**config.mk**
```make
export PLATFORM = sky130hd
export DESIGN_NAME = ppg_front
export DESIGN_NICKNAME = d
export VERILOG_FILES = /design/src/rtl/core/assert_macros.svh /design/src/rtl/core/ppg_pkg.sv /design/src/rtl/core/ppg_front.sv
export SDC_FILE = /design/constraint.sdc
export NUM_CORES = 1
export LEC_CHECK = 0
export BUFFER_PORTS_ARGS = -buffer_cell sky130_fd_sc_hd__buf_2
export CORE_ASPECT_RATIO = 0.7
export CORE_MARGIN = 2
export CORE_UTILIZATION = 30
export DETAILED_ROUTE_END_ITERATION = 8
export HOLD_SLACK_MARGIN = 0.06
export SETUP_SLACK_MARGIN = 0.02
export SKIP_CTS_REPAIR_TIMING = 1
export SLEW_MARGIN = 20
export SYNTH_ARGS = -nofsm -noshare
export SYNTH_HDL_FRONTEND = slang
export SYNTH_SLANG_ARGS = --single-unit
export TNS_END_PERCENT = 100
```
**constraint.sdc**
```tcl
create_clock -name clk -period 12.6 [get_ports clk]
set_input_delay 1.89 -clock clk [delete_from_list [all_inputs] [get_ports clk]]
set_output_delay 1.89 -clock clk [all_outputs]
set_load 0.02 [all_outputs]
```
**src/rtl/core/assert_macros.svh**
```systemverilog
// Assertion macros for the path point generator RTL
`ifndef ASSERT_MACROS_SVH
`define ASSERT_MACROS_SVH

// Same-cycle implication, checked on every rising edge outside reset
`define PPG_ASSERT_IMPLY(lbl, ante, cons, msg) \
  lbl: assert property (@(posedge clk) disable iff (rst) (ante) |-> (cons)) \
    else $error(msg);

// Next-cycle implication, checked on every rising edge outside reset
`define PPG_ASSERT_NEXT(lbl, ante, cons, msg) \
  lbl: assert property (@(posedge clk) disable iff (rst) (ante) |=> (cons)) \
    else $error(msg);

`endif

```
**src/rtl/core/ppg_pkg.sv**
```systemverilog
// Shared types, constants and tables of the path point generator
package ppg_pkg;

  localparam int COORD_BITS   = 16;
  localparam int FRAC_BITS    = 16;
  localparam int POINT_W      = 2 * COORD_BITS;
  localparam int FIN_W        = FRAC_BITS + 2;
  localparam int S_W          = FRAC_BITS + 1;
  localparam int LEN_W        = 38;
  localparam int VEC_W        = 38;
  localparam int ANG_W        = 34;
  localparam int CORDIC_STEPS = 24;
  localparam int DIV_STEPS    = FRAC_BITS;
  localparam int SQRT_STEPS   = 32 + FRAC_BITS;
  localparam int GAIN_BITS    = 24;
  localparam logic [GAIN_BITS-1:0] CORDIC_GAIN = 24'd10188014;
  localparam logic [S_W-1:0] FRAC_ONE = S_W'(1) << FRAC_BITS;

  // Path modes
  localparam logic [2:0] MODE_LINE     = 3'd0;
  localparam logic [2:0] MODE_PARABOLA = 3'd1;
  localparam logic [2:0] MODE_TRIANGLE = 3'd2;
  localparam logic [2:0] MODE_RECT     = 3'd3;
  localparam logic [2:0] MODE_CIRCLE   = 3'd4;

  // Register indexes
  localparam logic [2:0] REG_MODE   = 3'd0;
  localparam logic [2:0] REG_SCALE  = 3'd1;
  localparam logic [2:0] REG_START  = 3'd2;
  localparam logic [2:0] REG_SECOND = 3'd3;
  localparam logic [2:0] REG_THIRD  = 3'd4;

  typedef logic signed [COORD_BITS-1:0] coord_t;

  // Static path description seen by the back end
  typedef struct packed {
    logic [2:0]       mode;
    logic [S_W-1:0]   scale;
    coord_t           ax;
    coord_t           ay;
    coord_t           bx;
    coord_t           by;
    coord_t           cx;
    coord_t           cy;
    logic [LEN_W-1:0] l0;
    logic [LEN_W-1:0] l1;
    logic [LEN_W-1:0] l2;
    logic [LEN_W-1:0] l3;
    logic [LEN_W-1:0] c1;
    logic [LEN_W-1:0] c2;
    logic [LEN_W-1:0] c3;
    logic [LEN_W-1:0] per;
  } geom_t;

  // Classified item passed from front to back
  typedef struct packed {
    logic           rng;
    logic [S_W-1:0] s;
  } item_t;

  // Rotation angles in units of 2^-32 turn
  function automatic logic [31:0] turn_angle(input logic [4:0] i);
    logic [31:0] a;
    case (i)
      5'd0:  a = 32'd536870912;
      5'd1:  a = 32'd316933406;
      5'd2:  a = 32'd167458907;
      5'd3:  a = 32'd85004756;
      5'd4:  a = 32'd42667331;
      5'd5:  a = 32'd21354465;
      5'd6:  a = 32'd10679838;
      5'd7:  a = 32'd5340245;
      5'd8:  a = 32'd2670163;
      5'd9:  a = 32'd1335087;
      5'd10: a = 32'd667544;
      5'd11: a = 32'd333772;
      5'd12: a = 32'd166886;
      5'd13: a = 32'd83443;
      5'd14: a = 32'd41722;
      5'd15: a = 32'd20861;
      5'd16: a = 32'd10430;
      5'd17: a = 32'd5215;
      5'd18: a = 32'd2608;
      5'd19: a = 32'd1304;
      5'd20: a = 32'd652;
      5'd21: a = 32'd326;
      5'd22: a = 32'd163;
      5'd23: a = 32'd81;
      default: a = 32'd0;
    endcase
    return a;
  endfunction

endpackage

```
**src/rtl/core/ppg_front.sv**
```systemverilog
// Front end: range check and fraction scaling
module ppg_front (
  input  logic                       clk,
  input  logic                       rst,
  input  logic signed [ppg_pkg::FIN_W-1:0] fraction,
  input  logic                       item_valid,
  output logic                       item_stall,
  input  logic                       busy,
  input  logic [ppg_pkg::S_W-1:0]    scale,
  input  logic                       q_full,
  output logic                       push,
  output ppg_pkg::item_t             push_item
);
  import ppg_pkg::*;

  logic                 fvalid;
  item_t                fitem;
  logic                 rng;
  logic [S_W-1:0]       sc;
  logic [2*S_W-1:0]     prod;
  logic                 accept;

  // Classify and scale the incoming fraction
  always_comb begin
    rng  = !fraction[FIN_W-1] && (fraction <= $signed(FIN_W'(FRAC_ONE)));
    sc   = (scale > FRAC_ONE) ? FRAC_ONE : scale;
    prod = (2*S_W)'(fraction[S_W-1:0]) * (2*S_W)'(sc);
  end

  assign item_stall = busy || (fvalid && q_full);
  assign accept     = item_valid && !item_stall;
  assign push       = fvalid && !q_full;
  assign push_item  = fitem;

  // Hold one transaction until the queue takes it
  always_ff @(posedge clk) begin
    if (rst) begin
      fvalid <= 1'b0;
    end else begin
      fvalid <= accept || (fvalid && q_full);
    end
  end

  always_ff @(posedge clk) begin
    if (accept) begin
      fitem.rng <= rng;
      fitem.s   <= rng ? prod[S_W+FRAC_BITS-1:FRAC_BITS] : '0;
    end
  end

endmodule

```
==> impl_results.md <==
- Commonest non-fill, non-tap cell in the layout: inv_1
- WL/cell: 15.5 um
- R2R cell count: 2
- Vias per Instance: ~4.8
- WHS: a little over 0.5 ns
- Post-synthesis adder-cell area fraction: 0.557
- Mux share of post-synthesis cell area: 0
- Clock Skews: between 0.002 and 0.0025 ns
- Global route overflow: 0
- Setup Crit Path Kind: in -> reg
- Max-cap violations: 0
- Power share of the combinational group: 0.907
- Yosys warns: 0
- Final std cells w/o fill: 1617
- First DRT Iteration DRCs: around 370
- Clock insertion delay at the later pin of the skew report: 0.25 ns
- Fmax: about 0.11 GHz
- Worst Hold End: fvalid
- Core footprint: 33600 um2
- Die height: 159 um
- Largest net degree at the start of global routing: 25
- Worst r2r dst: push_item[4]
- Status: finished, final reports clean
- Post-synthesis async set-or-reset flop share: 0
- Critical Path Fanout Max: 17
- Htree depth: 1
- Initial core utilization: 0.305
- Layout cell share with drive strength beyond 1: 0.0779
- Peak supply drop: 128 uV
- Mapped cell area: around 10000 um2
- Main combinational cell family by area after synthesis: adder cells
- Pleak: around 0.0055 uW
- Setup crit end kind: register
- Internal Power: 748 uW
- Clock Power Share: 0.038
- Switching Power: between 1000 and 1500 uW
- Sequential fraction of the synthesis area: 0.0547
- Post-synthesis instance total: 1158
- Placed insts: 1612
- Number of distinct library cells after synthesis: a little under 60
- Share of the cycle needed by the critical path after routing: 0.704
- IO Pins: 60
- DP Wirelength: 20900 um
- Clock buffer depth: 2
- Port bufs: about 60
- Detailed-route DRC error count: 0
- Slew margin rel.: 0.381
- Startpoint Class: input port
- Global Route Usage Sum: 0.151
- Least-Margin Pin Slew: 0.929 ns
- 1st-pass router iterations: 5
- Post-synth top flop: edfxtp_1
- Vias in the first global route: 8407
- Post-Place Cell Area: 10900 um2
- Final GP Congestion: 0.838
- EDFF count, synth: 18
- Post-Route WL: 25100 um
- Total CTS buffers: 3
- Setup TNS Final: 0 ns
- Die width: between 200 and 250 um
- RSZ-0062 raised after global routing: no
- Initial antenna violation count: 0
- Synth Area in XOR/XNOR: 0.0111
- Hold Vio Cnt, Final: 0
- Max Transition Viols Final: 0
- HP Class: reg -> reg
- First-pass GRT wire length: 43200 um
- Hold path cells: 2
- Sw Share: 0.577
- CTS tree: built
- Number of register bits inferred by synthesis: 19
- Setup-failing EPs final: 0
- Antenna Nets Post-Route: 0
- Nets: between 1.5k and 2k
- Crit path time final: 8.88 ns
- Arr. time, crit path: 8.87 ns
- Synth Area in Simple Gates: 0.188
- Flop pwr share: 0.055
- Via Count: 7702
- Post-synthesis compound-gate area fraction: 0.0676
- CTS sink cnt: 19
- Flop2flop setup slack: 10.98 ns
- WP data required: approximately 13 ns
- Mean post-synth cell area: 8.84 um2
- Clk slew on worst S/H paths: 0.06 ns
- Final instance area: 11000 um2
- Root Buffer: clkbuf_16
- Critical R2R Launch: fvalid
- FP Rows: 56
- Synth-to-layout area growth: 7.48%
- Most frequent cells in the layout: 259 x inv_1, 221 x fa_1, 194 x nand2_1, 113 x and2_1, 102 x ha_1
- Die area: 35600 um2
- Hold path startpoint: fvalid
- Syn Nets: between 1.5k and 2k
- Power Density: 161 nW/um2
==> stage by stage <==
stage | worst slack [ns] | util | power, uW
CTS | 3.75 | 0.328 | 1770
global route | 3.03 | 0.328 | 2020
global placement | 3.21 | 0.325 | 1680
finish | 3.72 | 0.328 | 1770
detailed placement | 3.48 | 0.325 | 1700
floorplan | 4.48 | - | 1380
==> power groups by stage <==
stage | sequential (uW) | clock [uW] | combinational [uW]
floorplan | 114 | 0 | 1260
global placement | 99.8 | 0 | 1580
detailed placement | 99.5 | 0 | 1600
CTS | 98.3 | 70.3 | 1610
global route | 98.6 | 73.1 | 1850
finish | 97.3 | 66.7 | 1600
==> worst max path at each step <==
stage | slack (ns) | from | depth (start not counted) | endpoint
final | 3.72 | scale[12] | 22 | push_item[12]
after global routing | 3.03 | scale[9] | 22 | push_item[12]
after CTS | 3.75 | scale[12] | 22 | push_item[12]
after detailed placement | 3.48 | scale[12] | 22 | push_item[12]
after global placement | 3.21 | scale[12] | 21 | push_item[12]
after floorplan | 4.48 | scale[3] | 22 | push_item[11]
==> critical path, cell delays in order <==
cell      delay [ns]
buf_2           0.10
nor4_1          0.31
a41oi_1         0.42
nor2b_2         0.77
nand2_1         0.19
fa_1            0.57
inv_1           0.05
fa_1            0.48
fa_1            0.57
fa_1            0.43
fa_1            0.51
inv_1           0.05
fa_1            0.48
inv_1           0.04
ha_1            0.46
a21oi_1         0.17
o21ai_0         0.53
nand2b_1        0.19
o31a_1          0.13
nand2_1         0.15
a41oi_1         0.26
o41ai_1         0.10
==> Yosys cell counts (7+ instances only) <==
cell type	count	area (um2)
edfxtp_1	18	541
nand4_1	9	56.3
o21a_1	7	52.6
nor2b_1	17	106
nand3_1	7	35.0
and2_1	113	707
nor2_1	15	56.3
xnor2_1	11	96.3
inv_1	259	972
nor4_1	9	56.3
fa_1	221	4420
nand2_1	194	728
nor3_1	11	55.1
clkbuf_1	40	150
o21ai_0	17	85.1
a21oi_1	33	165
ha_1	102	1280
==> per-layer routing <==
layer | vias up | share of wire | wire length, um | GRT usage
li1 | 3548 | - | - | -
met1 | 3932 | 0.47 | 11800 | 0.211
met5 | - | 0 | 0 | 0
met2 | 202 | 0.47 | 11700 | 0.259
met4 | 0 | 0.012 | 293 | 0.0218
met3 | 20 | 0.054 | 1360 | 0.0186
==> cell families after synthesis <==
logic type / count (synthesis)
adder cells (fa/ha/maj): 323
buffers and inverters: 314
XOR/XNOR: 13
flip-flops: 19
AO/OA/AOI/OAI: 97
AND/OR/NAND/NOR: 392
==> flip-flops by register name (all words and copies together) (netlist names) <==
name,count
fvalid,1
push_item,18
==> final cells by class <==
type | count | area, um2
Fill cell | 3514 | 22600
Multi-Input combinational cell | 825 | 8440
Inverter | 259 | 972
Sequential cell | 19 | 561
Tap cell | 435 | 544
Timing Repair Buffer | 74 | 408
Clock buffer | 4 | 78.8
Antenna cell | 1 | 2.50
(Power assumes the default switching activity.)
