`config.mk`:
```
export PLATFORM = sky130hd
export DESIGN_NAME = ppg_queue
export DESIGN_NICKNAME = d
export VERILOG_FILES = /design/src/rtl/core/ppg_pkg.sv /design/src/rtl/core/ppg_queue.sv
export VERILOG_INCLUDE_DIRS = /design/src /design/src/rtl/core
export SDC_FILE = /design/constraint.sdc
export NUM_CORES = 1
export LEC_CHECK = 0
export ABC_AREA = 0
export BUFFER_PORTS_ARGS = -buffer_cell sky130_fd_sc_hd__buf_2
export CAP_MARGIN = 20
export CORE_MARGIN = 10
export CORE_UTILIZATION = 35
export DETAILED_ROUTE_END_ITERATION = 10
export GPL_TIMING_DRIVEN = 1
export HOLD_SLACK_MARGIN = 0.02
export PLACE_DENSITY = 0.63
export SLEW_MARGIN = 30
export SYNTH_ARGS = -nofsm -noshare
export SYNTH_HDL_FRONTEND = slang
export SYNTH_SLANG_ARGS = --single-unit
```
`constraint.sdc`:
```
create_clock -name clk -period 1.4 [get_ports clk]
set_input_delay 0.28 -clock clk [delete_from_list [all_inputs] [get_ports clk]]
set_output_delay 0.28 -clock clk [all_outputs]
set_load 0.05 [all_outputs]
```
`src/rtl/core/assert_macros.svh`:
```
// Assertion macros for the path point generator RTL
`ifndef ASSERT_MACROS_SVH
`define ASSERT_MACROS_SVH

// Same-cycle implication, checked on every rising edge outside reset
`define PPG_ASSERT_IMPLY(lbl, ante, cons, msg) \
  lbl: assert property (@(posedge clk) disable iff (rst) (ante) |-> (cons)) \
    else $error(msg);

// Next-cycle implication, checked on every rising edge outside reset
`define PPG_ASSERT_NEXT(lbl, ante, cons, msg) \
  lbl: assert property (@(posedge clk) disable iff (rst) (ante) |=> (cons)) \
    else $error(msg);

`endif

```
`src/rtl/core/ppg_pkg.sv`:
```
// Shared types, constants and tables of the path point generator
package ppg_pkg;

  localparam int COORD_BITS   = 16;
  localparam int FRAC_BITS    = 16;
  localparam int POINT_W      = 2 * COORD_BITS;
  localparam int FIN_W        = FRAC_BITS + 2;
  localparam int S_W          = FRAC_BITS + 1;
  localparam int LEN_W        = 38;
  localparam int VEC_W        = 38;
  localparam int ANG_W        = 34;
  localparam int CORDIC_STEPS = 24;
  localparam int DIV_STEPS    = FRAC_BITS;
  localparam int SQRT_STEPS   = 32 + FRAC_BITS;
  localparam int GAIN_BITS    = 24;
  localparam logic [GAIN_BITS-1:0] CORDIC_GAIN = 24'd10188014;
  localparam logic [S_W-1:0] FRAC_ONE = S_W'(1) << FRAC_BITS;

  // Path modes
  localparam logic [2:0] MODE_LINE     = 3'd0;
  localparam logic [2:0] MODE_PARABOLA = 3'd1;
  localparam logic [2:0] MODE_TRIANGLE = 3'd2;
  localparam logic [2:0] MODE_RECT     = 3'd3;
  localparam logic [2:0] MODE_CIRCLE   = 3'd4;

  // Register indexes
  localparam logic [2:0] REG_MODE   = 3'd0;
  localparam logic [2:0] REG_SCALE  = 3'd1;
  localparam logic [2:0] REG_START  = 3'd2;
  localparam logic [2:0] REG_SECOND = 3'd3;
  localparam logic [2:0] REG_THIRD  = 3'd4;

  typedef logic signed [COORD_BITS-1:0] coord_t;

  // Static path description seen by the back end
  typedef struct packed {
    logic [2:0]       mode;
    logic [S_W-1:0]   scale;
    coord_t           ax;
    coord_t           ay;
    coord_t           bx;
    coord_t           by;
    coord_t           cx;
    coord_t           cy;
    logic [LEN_W-1:0] l0;
    logic [LEN_W-1:0] l1;
    logic [LEN_W-1:0] l2;
    logic [LEN_W-1:0] l3;
    logic [LEN_W-1:0] c1;
    logic [LEN_W-1:0] c2;
    logic [LEN_W-1:0] c3;
    logic [LEN_W-1:0] per;
  } geom_t;

  // Classified item passed from front to back
  typedef struct packed {
    logic           rng;
    logic [S_W-1:0] s;
  } item_t;

  // Rotation angles in units of 2^-32 turn
  function automatic logic [31:0] turn_angle(input logic [4:0] i);
    logic [31:0] a;
    case (i)
      5'd0:  a = 32'd536870912;
      5'd1:  a = 32'd316933406;
      5'd2:  a = 32'd167458907;
      5'd3:  a = 32'd85004756;
      5'd4:  a = 32'd42667331;
      5'd5:  a = 32'd21354465;
      5'd6:  a = 32'd10679838;
      5'd7:  a = 32'd5340245;
      5'd8:  a = 32'd2670163;
      5'd9:  a = 32'd1335087;
      5'd10: a = 32'd667544;
      5'd11: a = 32'd333772;
      5'd12: a = 32'd166886;
      5'd13: a = 32'd83443;
      5'd14: a = 32'd41722;
      5'd15: a = 32'd20861;
      5'd16: a = 32'd10430;
      5'd17: a = 32'd5215;
      5'd18: a = 32'd2608;
      5'd19: a = 32'd1304;
      5'd20: a = 32'd652;
      5'd21: a = 32'd326;
      5'd22: a = 32'd163;
      5'd23: a = 32'd81;
      default: a = 32'd0;
    endcase
    return a;
  endfunction

endpackage

```
`src/rtl/core/ppg_queue.sv`:
```
// Two-entry queue between front and back ends
`include "assert_macros.svh"
module ppg_queue (
  input  logic           clk,
  input  logic           rst,
  input  logic           push,
  input  ppg_pkg::item_t push_item,
  output logic           full,
  input  logic           pop,
  output ppg_pkg::item_t pop_item,
  output logic           nonempty
);
  import ppg_pkg::*;

  item_t      mem [2];
  logic       wr_ptr;
  logic       rd_ptr;
  logic [1:0] count;

  assign full     = (count == 2'd2);
  assign nonempty = (count != 2'd0);
  assign pop_item = mem[rd_ptr];

  // Advance pointers and count
  always_ff @(posedge clk) begin
    if (rst) begin
      wr_ptr <= 1'b0;
      rd_ptr <= 1'b0;
      count  <= 2'd0;
    end else begin
      if (push) wr_ptr <= !wr_ptr;
      if (pop)  rd_ptr <= !rd_ptr;
      case ({push, pop})
        2'b10:   count <= count + 2'd1;
        2'b01:   count <= count - 2'd1;
        default: count <= count;
      endcase
    end
  end

  always_ff @(posedge clk) begin
    if (push) mem[wr_ptr] <= push_item;
  end

  `PPG_ASSERT_IMPLY(a_no_overflow, push, !full, "queue push while full")
  `PPG_ASSERT_IMPLY(a_no_underflow, pop, nonempty, "queue pop while empty")
  `PPG_ASSERT_NEXT(a_push_counts, push && !pop, count == $past(count) + 2'd1, "queue count slip")

endmodule

```
==> results.md, run 1 <==
- Final Util: 55.05%
- # diodes: 0
- Hold buffer count at cts: 0
- Vias per cell: 4.678
- Peak VDD IR: 0.0006286 V
- Final setup TNS: -2.678 ns
- Final Skew: 0.01004 ns
- Synth Net Count: 101
- FF+latch count, synth: 41
- H-tree levels: 2
- Cells after Synth: 78
- Rows: 23
- Non-filler cells, final: 183
- CP endpoint kind: primary output
- CP startpoint kind: flop
- Core Region: 0.004086 mm2
- Wire length per cell: 16.10 um
- Ratio of cells with drive above 1 in the final layout: 60.15%
- Worst-margin pin slew: 0.2287 ns
- Final Cycle Share: 111.4%
- Setup ws final: -0.1599 ns
- CP Class: reg -> out
- Post-Syn Area: 0.001504 mm2
- Crit path cell chain: buf_8 -> mux2_4 -> buf_8
- DR pass1 iterations: 2
- Final Critical Period: 1.560 ns
- Largest net degree at the start of global routing: 16
- Mean area per synthesized cell: 19.28 um2
- Cell count of the worst reg-to-reg path: 2
- Req. time, crit path: 1.12 ns
- CP max-delay cell: dfxtp_4
- DRC: 0
- Final wirelength: 2.947 mm
- Rel. slew slack: 84.75%
- Class of the worst hold path: in -> reg
- Clock root cell: clkbuf_8
- Die area: 0.007319 mm2
- Fmax: 641.0 MHz
- Ports: 42
- Final #Nets: 155
- Die Span Y: 85.55 um
- Total congestion overflow: 0
- Max_cap viols: 0
- Unique cell type count in the Yosys netlist: 16
- Crit-path most repeated cell: buf_8
- Fillers: 338
- Outcome: finished with violations
- CTS tree: done
- Clock Path Buffers: 2
- Worst Path Arrival: 1.28 ns
- Largest stage delay, worst path: 0.38 ns
- Die Width: 85.55 um
- Drt initial violations: 25
- Max Slew Vio Count: 0
- Total power divided by cell area: 1417 mW/mm2
- Port bufs: 41
- Via count: 856
- Initial antenna violation count: 0
- Leakage: 0.0009052 uW
- P&R area growth vs syn: 49.58%
- RSZ-0062 raised after global routing: true
- Final Hold Viols: 0
- CP max FO: 7
- Post-synthesis sequential area ratio: 78.54%
- Total Routing Usage GR: 8.451%
- Routed Antenna Nets: 0
- Clock buffer count from CTS: 5
- Clock slew at reported path FFs: 0.08 ns
- HPWL Detailed: 2.078 mm
- Gpl congestion: 0.7198
- Hold path depth: 1
- Clk Latency, worst-skew pair: 0.29 ns
- Failing checks: setup timing
- First-pass GRT wire length: 4.671 mm
- CTS Sinks: 41
- Cells after DPL: 172
- Initial cell density of the core: 36.80%
- Final setup viols: 18
- Vias in the first global route: 954
- Ys Warns: 0
area by class of cell:
cell class | instances | area (um2) | share of cell area, %
flip-flops and latches | 41 | 1190 | 52.89
clock buffers | 7 | 86.33 | 3.838
inverters | 1 | 3.754 | 0.1669
repair buffers | 49 | 498.0 | 22.14
clock inverters | 1 | 30.03 | 1.335
well taps | 50 | 62.56 | 2.781
multi-input cells | 34 | 379.1 | 16.85
where the power goes:
part / switching [uW] / internal [uW] / total, uW / leakage (uW)
combinational: 415 / 365 / 780 / 0.000466
sequential: 29.4 / 1420 / 1450 / 0.000381
clock: 375 / 581 / 956 / 0.0000585
total: 820 / 2370 / 3190 / 0.000905
cells by family (layout without fill, tap and decap cells):
kind of cell,Yosys count,after routing,synth area share (%)
fa+ha+maj,1,1,0.8318
buf+inv,3,58,1.081
xor+xnor,4,4,2.330
compound gates,2,2,0.6649
mux,18,18,13.48
flops,41,41,78.54
simple gates,9,9,3.079
routing by layer:
layer  vias up  part of all wire, %  global-route usage [%]
met1       420                   38                   8.333
met4         0                  2.2                   5.389
met2        30                   50                   12.94
li1        401                    -                       -
met5         -                    0                       0
met3         5                  9.5                   5.487
critical path: cells and delay by family (launching register included):
family	cells	cell delay, ns
flip-flops	1	0.38
multiplexers	1	0.32
buffers and inverters	2	0.29
layout by cell type, fill, tap and decap left out, types with 2 or more instances in the layout:
master,instances
edfxtp_1,36
buf_2,21
buf_8,20
mux2_4,18
clkbuf_8,6
nor2_1,4
buf_4,4
xnor2_1,3
dfxtp_4,2
buf_6,2
buf_12,2
dfxtp_1,2
synth_stat cells:
cell type / instances / area, um2
a21oi_1: 1 / 5.000
and2_1: 1 / 6.260
and2b_2: 1 / 8.760
buf_2: 1 / 5.000
buf_4: 1 / 7.510
dfxtp_1: 5 / 100.1
edfxtp_1: 36 / 1081
ha_1: 1 / 12.51
inv_1: 1 / 3.750
mux2_2: 18 / 202.7
nor2_1: 5 / 18.77
o21ai_0: 1 / 5.000
or2_2: 1 / 6.260
or3_1: 1 / 6.260
xnor2_1: 3 / 26.28
xor2_1: 1 / 8.760
sequential cells by signal, indices dropped and copies added, names as in the netlist, named ones only:
register and cells:
rd_ptr 1, count 2, wr_ptr 1, mem 36
through the flow:
| stage | setup slack [ns] | power [uW] | hold WS (ns) | instance area [um2] |
|---|---|---|---|---|
| 3_5_place_dp | 0.03883 | 2029 | 0.4741 | 1824 |
| 2_1_floorplan | 0.00004263 | 1866 | 0.3491 | 1506 |
| 3_3_place_gp | 0.04545 | 2017 | 0.4702 | 1824 |
| 6_report | -0.1599 | 3187 | 0.1758 | 2250 |
| 5_1_grt | -0.2062 | 3313 | 0.1584 | 2250 |
| 4_1_cts | -0.1887 | 3178 | 0.1588 | 2185 |
worst paths after layout:
kind,slack [ns],to,from
hold / removal,0.18,mem[0][3],push_item[3]
hold reg to reg,0.52,rd_ptr,rd_ptr
setup reg to reg,0.26,mem[1][12],wr_ptr
setup / recovery,-0.16,pop_item[6],flop
timing repair:
item | 4_1_cts | 5_1_grt
buffers inserted | 0 | 2
gates cloned | 1 | 0
setup endpoints to repair | 20 | 20
gates resized for setup | 72 | 16
pin swaps | 0 | 0
Note: power is estimated with default switching activity, not from simulation.
==> run 2, diff against run 1 <==
- BUFFER_PORTS_ARGS: -buffer_cell sky130_fd_sc_hd__buf_2 -> -buffer_cell sky130_fd_sc_hd__buf_4
- CTS_BUF_LIST: not set -> sky130_fd_sc_hd__clkbuf_8
- MAX_ROUTING_LAYER: not set -> met4
==> run 2 against run 1 <==
- the run still ends with setup timing left
- clock power fell by 3.2%
- sequential share of layout area fell by 0.082 points
- global-route usage fell by 0.29 points
==> results.md, run 2 (same netlist as run 1, synthesis figures left out) <==
- Top reg by flops: mem (unchanged)
- Met1 WL: 1.244 mm (was 1.129 mm)
- HPWL Detailed: 2.119 mm (was 2.078 mm)
- Flop2flop setup slack: 0.27 ns (was 0.26 ns)
- Biggest regs: mem: 36 flops, count: 2 flops (unchanged)
- Worst Path Arrival: 1.28 ns (about the same)
- CTS Sinks: 41 (unchanged)
- CP max-delay cell: dfxtp_4 (unchanged)
- Vias per cell: 4.591 (was 4.678)
- # diodes: 0 (unchanged)
- Gpl congestion: 0.7222 (was 0.7198)
- P&R area growth vs syn: 49.50% (was 49.58%)
- CP endpoint kind: primary output (unchanged)
- Final Skew: 0.002575 ns (was 0.01004 ns)
- Failing checks: setup timing (unchanged)
- First-pass GRT wire length: 4.416 mm (was 4.671 mm)
- Worst Hold End: mem[0][14] (was mem[0][3])
- Final Cycle Share: 111.2% (was 111.4%)
- R2r endpoint: mem[1][11] (was mem[1][12])
- Launch point of the worst hold path: push_item[14] (was push_item[3])
- Crit path cell chain: buf_8 -> mux2_4 -> buf_8 (unchanged)
- Total power divided by cell area: 1393 mW/mm2 (was 1417 mW/mm2)
- Rows: 23 (unchanged)
- CP max FO: 8 (was 7)
- Largest stage delay, worst path: 0.37 ns (was 0.38 ns)
- Final wirelength: 2.815 mm (was 2.947 mm)
- Reg2reg start: wr_ptr (unchanged)
- Worst slack, placed: 0.07044 ns (was 0.03883 ns)
- Most common cell after layout, fill and taps aside: edfxtp_1 (unchanged)
- Final Critical Period: 1.556 ns (was 1.560 ns)
- Final setup viols: 18 (unchanged)
- RSZ-0062 raised after global routing: true (unchanged)
- Ports: 42 (unchanged)
- Ratio of cells with drive above 1 in the final layout: 60.31% (was 60.15%)
- Port bufs: 41 (unchanged)
- Die area: 0.007319 mm2 (unchanged)
- Drt initial violations: 25 (unchanged)
- H-tree levels: 2 (unchanged)
- Routed Antenna Nets: 0 (unchanged)
- Crit-path most repeated cell: buf_8 (unchanged)
- Clock buffer count from CTS: 5 (unchanged)
- Core Region: 0.004086 mm2 (unchanged)
- Final #Nets: 153 (was 155)
- Wire length per cell: 15.55 um (was 16.10 um)
- Fmax: 642.6 MHz (was 641.0 MHz)
- Die Span Y: 85.55 um (unchanged)
- CP Class: reg -> out (unchanged)
- Hold buffer count at cts: 0 (unchanged)
- Die Width: 85.55 um (unchanged)
- Clock slew at reported path FFs: 0.07 ns (was 0.08 ns)
- DR pass1 iterations: 2 (unchanged)
- Met2 wire length: 1.368 mm (was 1.470 mm)
- Total Routing Usage GR: 8.160% (was 8.451%)
- Cell count of the worst reg-to-reg path: 2 (unchanged)
- Worst-margin pin slew: 0.2618 ns (was 0.2287 ns)
- Initial cell density of the core: 36.80% (unchanged)
- Max Slew Vio Count: 0 (unchanged)
- Initial antenna violation count: 0 (unchanged)
- DRC: 0 (unchanged)
- Top sig layer: met4 (unchanged)
- Max_cap viols: 0 (unchanged)
- Clock root cell: clkbuf_8 (unchanged)
- Peak VDD IR: 0.0008175 V (was 0.0006286 V)
- Leakage: 0.0008894 uW (was 0.0009052 uW)
- Final Util: 55.02% (was 55.05%)
- CP startpoint kind: flop (unchanged)
- Number of flip-flops under the largest register name: 36 (unchanged)
- Clk Latency, worst-skew pair: 0.29 ns (about the same)
- Hold path depth: 1 (unchanged)
- Hold WS: 0.1698 ns (was 0.1758 ns)
- CTS tree: done (unchanged)
- Final Hold Viols: 0 (unchanged)
- DR WL met3: 160 um (was 281 um)
- Total congestion overflow: 0 (unchanged)
- Req. time, crit path: 1.12 ns (about the same)
- Class of the worst hold path: in -> reg (unchanged)
- Most frequent cells in the layout: edfxtp_1 (36), buf_4 (25), buf_8 (18) (was edfxtp_1 (36), buf_2 (21), buf_8 (20))
- Outcome: finished with violations (unchanged)
- Vias in the first global route: 878 (was 954)
- Largest net degree at the start of global routing: 16 (unchanged)
- Rel. slew slack: 82.53% (was 84.75%)
- Clock Path Buffers: 2 (unchanged)
- Via count: 831 (was 856)
- Setup ws final: -0.1563 ns (was -0.1599 ns)
-- run 2: cell count changes in the layout (fill, tap and decap cells not counted), moves of 2 or more --
cell,previous run,this run
buf_2,21,0
buf_8,20,18
mux2_4,18,15
mux2_2,0,3
buf_4,4,25
-- run 2: what timing repair did --
action / CTS / global route
endpoints found under the setup margin: 20 / 19
gates resized for setup: 56 / 3
setup buffers: 0 / 0
-- run 2: cell type report --
type | count | area [um2]
Tap cell | 50 | 62.56
Multi-Input combinational cell | 34 | 367.9
Timing Repair Buffer | 47 | 511.7
Clock buffer | 5 | 68.82
Inverter | 1 | 3.754
Clock inverter | 3 | 46.29
Fill cell | 329 | 1838
Sequential cell | 41 | 1187
-- run 2: worst max path at each step --
stage	startpoint	to	cells past startpoint
after floorplan	flop	pop_item[0]	3
after global placement	flop	pop_item[15]	3
after detailed placement	flop	pop_item[15]	3
after CTS	flop	pop_item[3]	3
after global routing	flop	pop_item[15]	3
final	flop	pop_item[0]	3
-- run 2: power by group --
part           internal [uW]  switching, uW  total [uW]  leakage, uW
Combinational            353            403         756     0.000454
Clock                    533            393         925    0.0000543
Sequential              1420           31.8        1450     0.000381
-- run 2: stage by stage --
| step | cell area, um2 | setup TNS, ns | total power, uW | cells |
|---|---|---|---|---|
| floorplan | 1506 | 0 | 1866 | 78 |
| global placement | 1922 | 0 | 2074 | 173 |
| detailed placement | 1922 | 0 | 2084 | 173 |
| CTS | 2241 | -3.011 | 3170 | 181 |
| global route | 2248 | -3.608 | 3274 | 181 |
| finish | 2248 | -2.737 | 3133 | 181 |
-- run 2: critical path: cells and delay by family (launching register included) --
kind,cells,cell delay [ns]
flops,1,0.37
mux,1,0.32
buf+inv,2,0.29
-- run 2: per-layer routing --
metal | GRT usage, % | vias to the layer above
li1 | - | 397
met1 | 8.703 | 396
met2 | 12.60 | 31
met3 | 3.974 | 7
met4 | 3.593 | 0
met5 | - | -
==> run 3, diff against run 2 <==
- ABC_AREA: 0 -> 1
==> run 3 against run 2 <==
- the run still ends with setup timing left
- first-iteration DRC count rose by 130%
- largest power group unchanged
- core utilization fell by 3.1 points
- critical path type unchanged
- sequential share of layout area fell by 0.37 points
- synthesized area rose by 4.9%
- sequential power barely moved
==> results.md, run 3 <==
- Outcome: finished with violations (unchanged)
- Failing checks: setup timing (unchanged)
- Rows: 24 (was 23)
- Ratio of cells with drive above 1 in the final layout: 53.15% (was 60.31%)
- Most common cell in the netlist: edfxtp_1 (unchanged)
- Cells after Synth: 89 (was 78)
- CTS tree: done (unchanged)
- Top reg by flops: mem (unchanged)
- Vias in the first global route: 988 (was 878)
- Cells after DPL: 186 (was 173)
- Crit path cell chain: buf_6 -> mux2_4 -> buf_6 (was buf_8 -> mux2_4 -> buf_8)
- Drt initial violations: 58 (was 25)
- Gpl congestion: 0.6602 (was 0.7222)
- CP Class: reg -> out (unchanged)
- Non-filler cells, final: 195 (was 181)
- Routed Antenna Nets: 0 (unchanged)
- Class of the worst hold path: in -> reg (unchanged)
- Final setup viols: 18 (unchanged)
- Max Slew Vio Count: 0 (unchanged)
- Post-synth top area cell: edfxtp_1 (unchanged)
- Most used DFF post-synth: edfxtp_1 (unchanged)
- Biggest regs: mem: 36 flops, count: 2 flops (unchanged)
- Setup ws final: -0.1531 ns (was -0.1563 ns)
- Synth area leaders: edfxtp_1 (69%), mux2_4 (9.5%), dfxtp_1 (6.3%) (was edfxtp_1 (72%), mux2_2 (13%), dfxtp_1 (6.7%))
- Wire length per cell: 16.28 um (was 15.55 um)
- Most common cell after layout, fill and taps aside: edfxtp_1 (unchanged)
- CP startpoint kind: flop (unchanged)
- Clock slew at reported path FFs: 0.07 ns (about the same)
- CTS Sinks: 41 (unchanged)
- Leakage: 0.0009390 uW (was 0.0008894 uW)
- Final wirelength: 3.174 mm (was 2.815 mm)
- Fmax: 643.9 MHz (was 642.6 MHz)
- Final Skew: 0.002736 ns (was 0.002575 ns)
- Via count: 879 (was 831)
- Core Region: 0.004354 mm2 (was 0.004086 mm2)
- Synth Net Count: 112 (was 101)
- Worst slack, placed: 0.06489 ns (was 0.07044 ns)
- Peak VDD IR: 0.001249 V (was 0.0008175 V)
- Clock buffer count from CTS: 5 (unchanged)
- Req. time, crit path: 1.12 ns (about the same)
- EDFF count, synth: 36 (unchanged)
- Die area: 0.007593 mm2 (was 0.007319 mm2)
- Mean area per synthesized cell: 17.73 um2 (was 19.28 um2)
- Worst Path Arrival: 1.27 ns (was 1.28 ns)
- First-pass GRT wire length: 4.767 mm (was 4.416 mm)
- Total Routing Usage GR: 8.686% (was 8.160%)
- Final Cycle Share: 110.9% (was 111.2%)
- Final #Nets: 165 (was 153)
- Crit path buf inv count: 2 (unchanged)
- Clock Path Buffers: 2 (unchanged)
- Total congestion overflow: 0 (unchanged)
- Initial antenna violation count: 0 (unchanged)
- Ys Warns: 0 (unchanged)
- DRC: 0 (unchanged)
- Initial cell density of the core: 36.24% (was 36.80%)
- Total power divided by cell area: 1418 mW/mm2 (was 1393 mW/mm2)
- Largest net degree at the start of global routing: 14 (was 16)
- Most frequent cells in the layout: edfxtp_1 (36), buf_4 (27), mux2_4 (18) (was edfxtp_1 (36), buf_4 (25), buf_8 (18))
- Worst-margin pin slew: 0.1726 ns (was 0.2618 ns)
- CP max-delay cell: dfxtp_4 (unchanged)
- Asr flop ratio synth: 0% (unchanged)
- RSZ-0062 raised after global routing: true (unchanged)
- # diodes: 0 (unchanged)
- Largest stage delay, worst path: 0.38 ns (was 0.37 ns)
- Final Hold Viols: 0 (unchanged)
- H-tree levels: 2 (unchanged)
- Unique cell type count in the Yosys netlist: 15 (was 16)
- Final Critical Period: 1.553 ns (was 1.556 ns)
- CP endpoint kind: primary output (unchanged)
- Flop2flop setup slack: 0.43 ns (was 0.27 ns)
- Cell family with most CP delay: flip-flops (unchanged)
- Ports: 42 (unchanged)
- Post-synth top area share: 68.52% (was 71.88%)
- Crit-path most repeated cell: buf_6 (was buf_8)
- Clk Latency, worst-skew pair: 0.28 ns (was 0.29 ns)
- Post-Syn Area: 0.001578 mm2 (was 0.001504 mm2)
- P&R area growth vs syn: 43.22% (was 49.50%)
- Die Span Y: 87.14 um (was 85.55 um)
- Rel. slew slack: 88.41% (was 82.53%)
- Die Width: 87.14 um (was 85.55 um)
- DR pass1 iterations: 4 (was 2)
- Number of flip-flops under the largest register name: 36 (unchanged)
- FF+latch count, synth: 41 (unchanged)
- Port bufs: 41 (unchanged)
- Max_cap viols: 0 (unchanged)
- Vias per cell: 4.508 (was 4.591)
- CP max FO: 5 (was 8)
- Top cells by count, synth: edfxtp_1 (36), mux2_4 (10), nor2_1 (9) (was edfxtp_1 (36), mux2_2 (18), dfxtp_1 (5), nor2_1 (5), xnor2_1 (3))
- Post-synthesis sequential area ratio: 74.86% (was 78.54%)
- HPWL Detailed: 2.397 mm (was 2.119 mm)
- Post-CTS Setup Inserts: 0 (unchanged)
- Clock root cell: clkbuf_8 (unchanged)
## run 3: logic make-up after synthesis
kind of cell / after synthesis / synth area share, %
AOI/OAI and AO/OA: 2 / 0.6338
xor gates and xnor gates: 1 / 0.5552
adders and majority gates: 1 / 0.7929
and+or+nand+nor: 17 / 4.282
DFF: 41 / 74.86
muxes: 18 / 15.23
buffers and inverters: 9 / 3.648
## run 3: repair_timing
action                     CTS  global route
gates cloned                 1             0
resized for setup           41             1
setup endpoints to repair   18            18
hold buffers                 0             0
## run 3: final cells by class
| type | count | area (um2) |
|---|---|---|
| clock buffers | 5 | 68.82 |
| clock inverters | 3 | 65.06 |
| fillers | 357 | 2095 |
| flip-flops and latches | 41 | 1185 |
| multi-input cells | 39 | 371.6 |
| repair buffers | 48 | 478.0 |
| inverters | 7 | 26.28 |
| well taps | 52 | 65.06 |
## run 3: power breakdown
group          leakage [uW]  internal (uW)  total (uW)  switching (uW)
clock             0.0000681            708        1090             385
sequential         0.000380           1410        1440            28.9
combinational      0.000491            301         677             376
## run 3: through the flow
step / power, uW / TNS (ns) / hold slack (ns) / instance area [um2] / utilization, %
detailed placement: 2042 / 0 / 0.4713 / 1967 / 45.17
floorplan: 1856 / 0 / 0.3524 / 1580 / -
CTS: 3238 / -3.051 / 0.1638 / 2255 / 51.78
global route: 3323 / -3.412 / 0.1595 / 2260 / 51.90
finish: 3205 / -2.644 / 0.1763 / 2260 / 51.90
global placement: 2024 / 0 / 0.4660 / 1967 / 45.17
## run 3: per-layer routing
layer  vias up  part of all wire (%)  GRT usage, %
li1        425                     -             -
met1       417                    39         8.634
met2        32                    52         14.39
met3         5                   7.2         3.839
met4         0                   1.5         3.913
met5         -                     0             -
## run 3: worst paths after layout
path / start / endpoint / cells after the start
worst min-delay path: push_item[1] / mem[1][1] / 1
worst max register to register: wr_ptr / mem[1][4] / 3
worst min register to register: rd_ptr / rd_ptr / 2
worst max-delay path: flop / pop_item[1] / 3
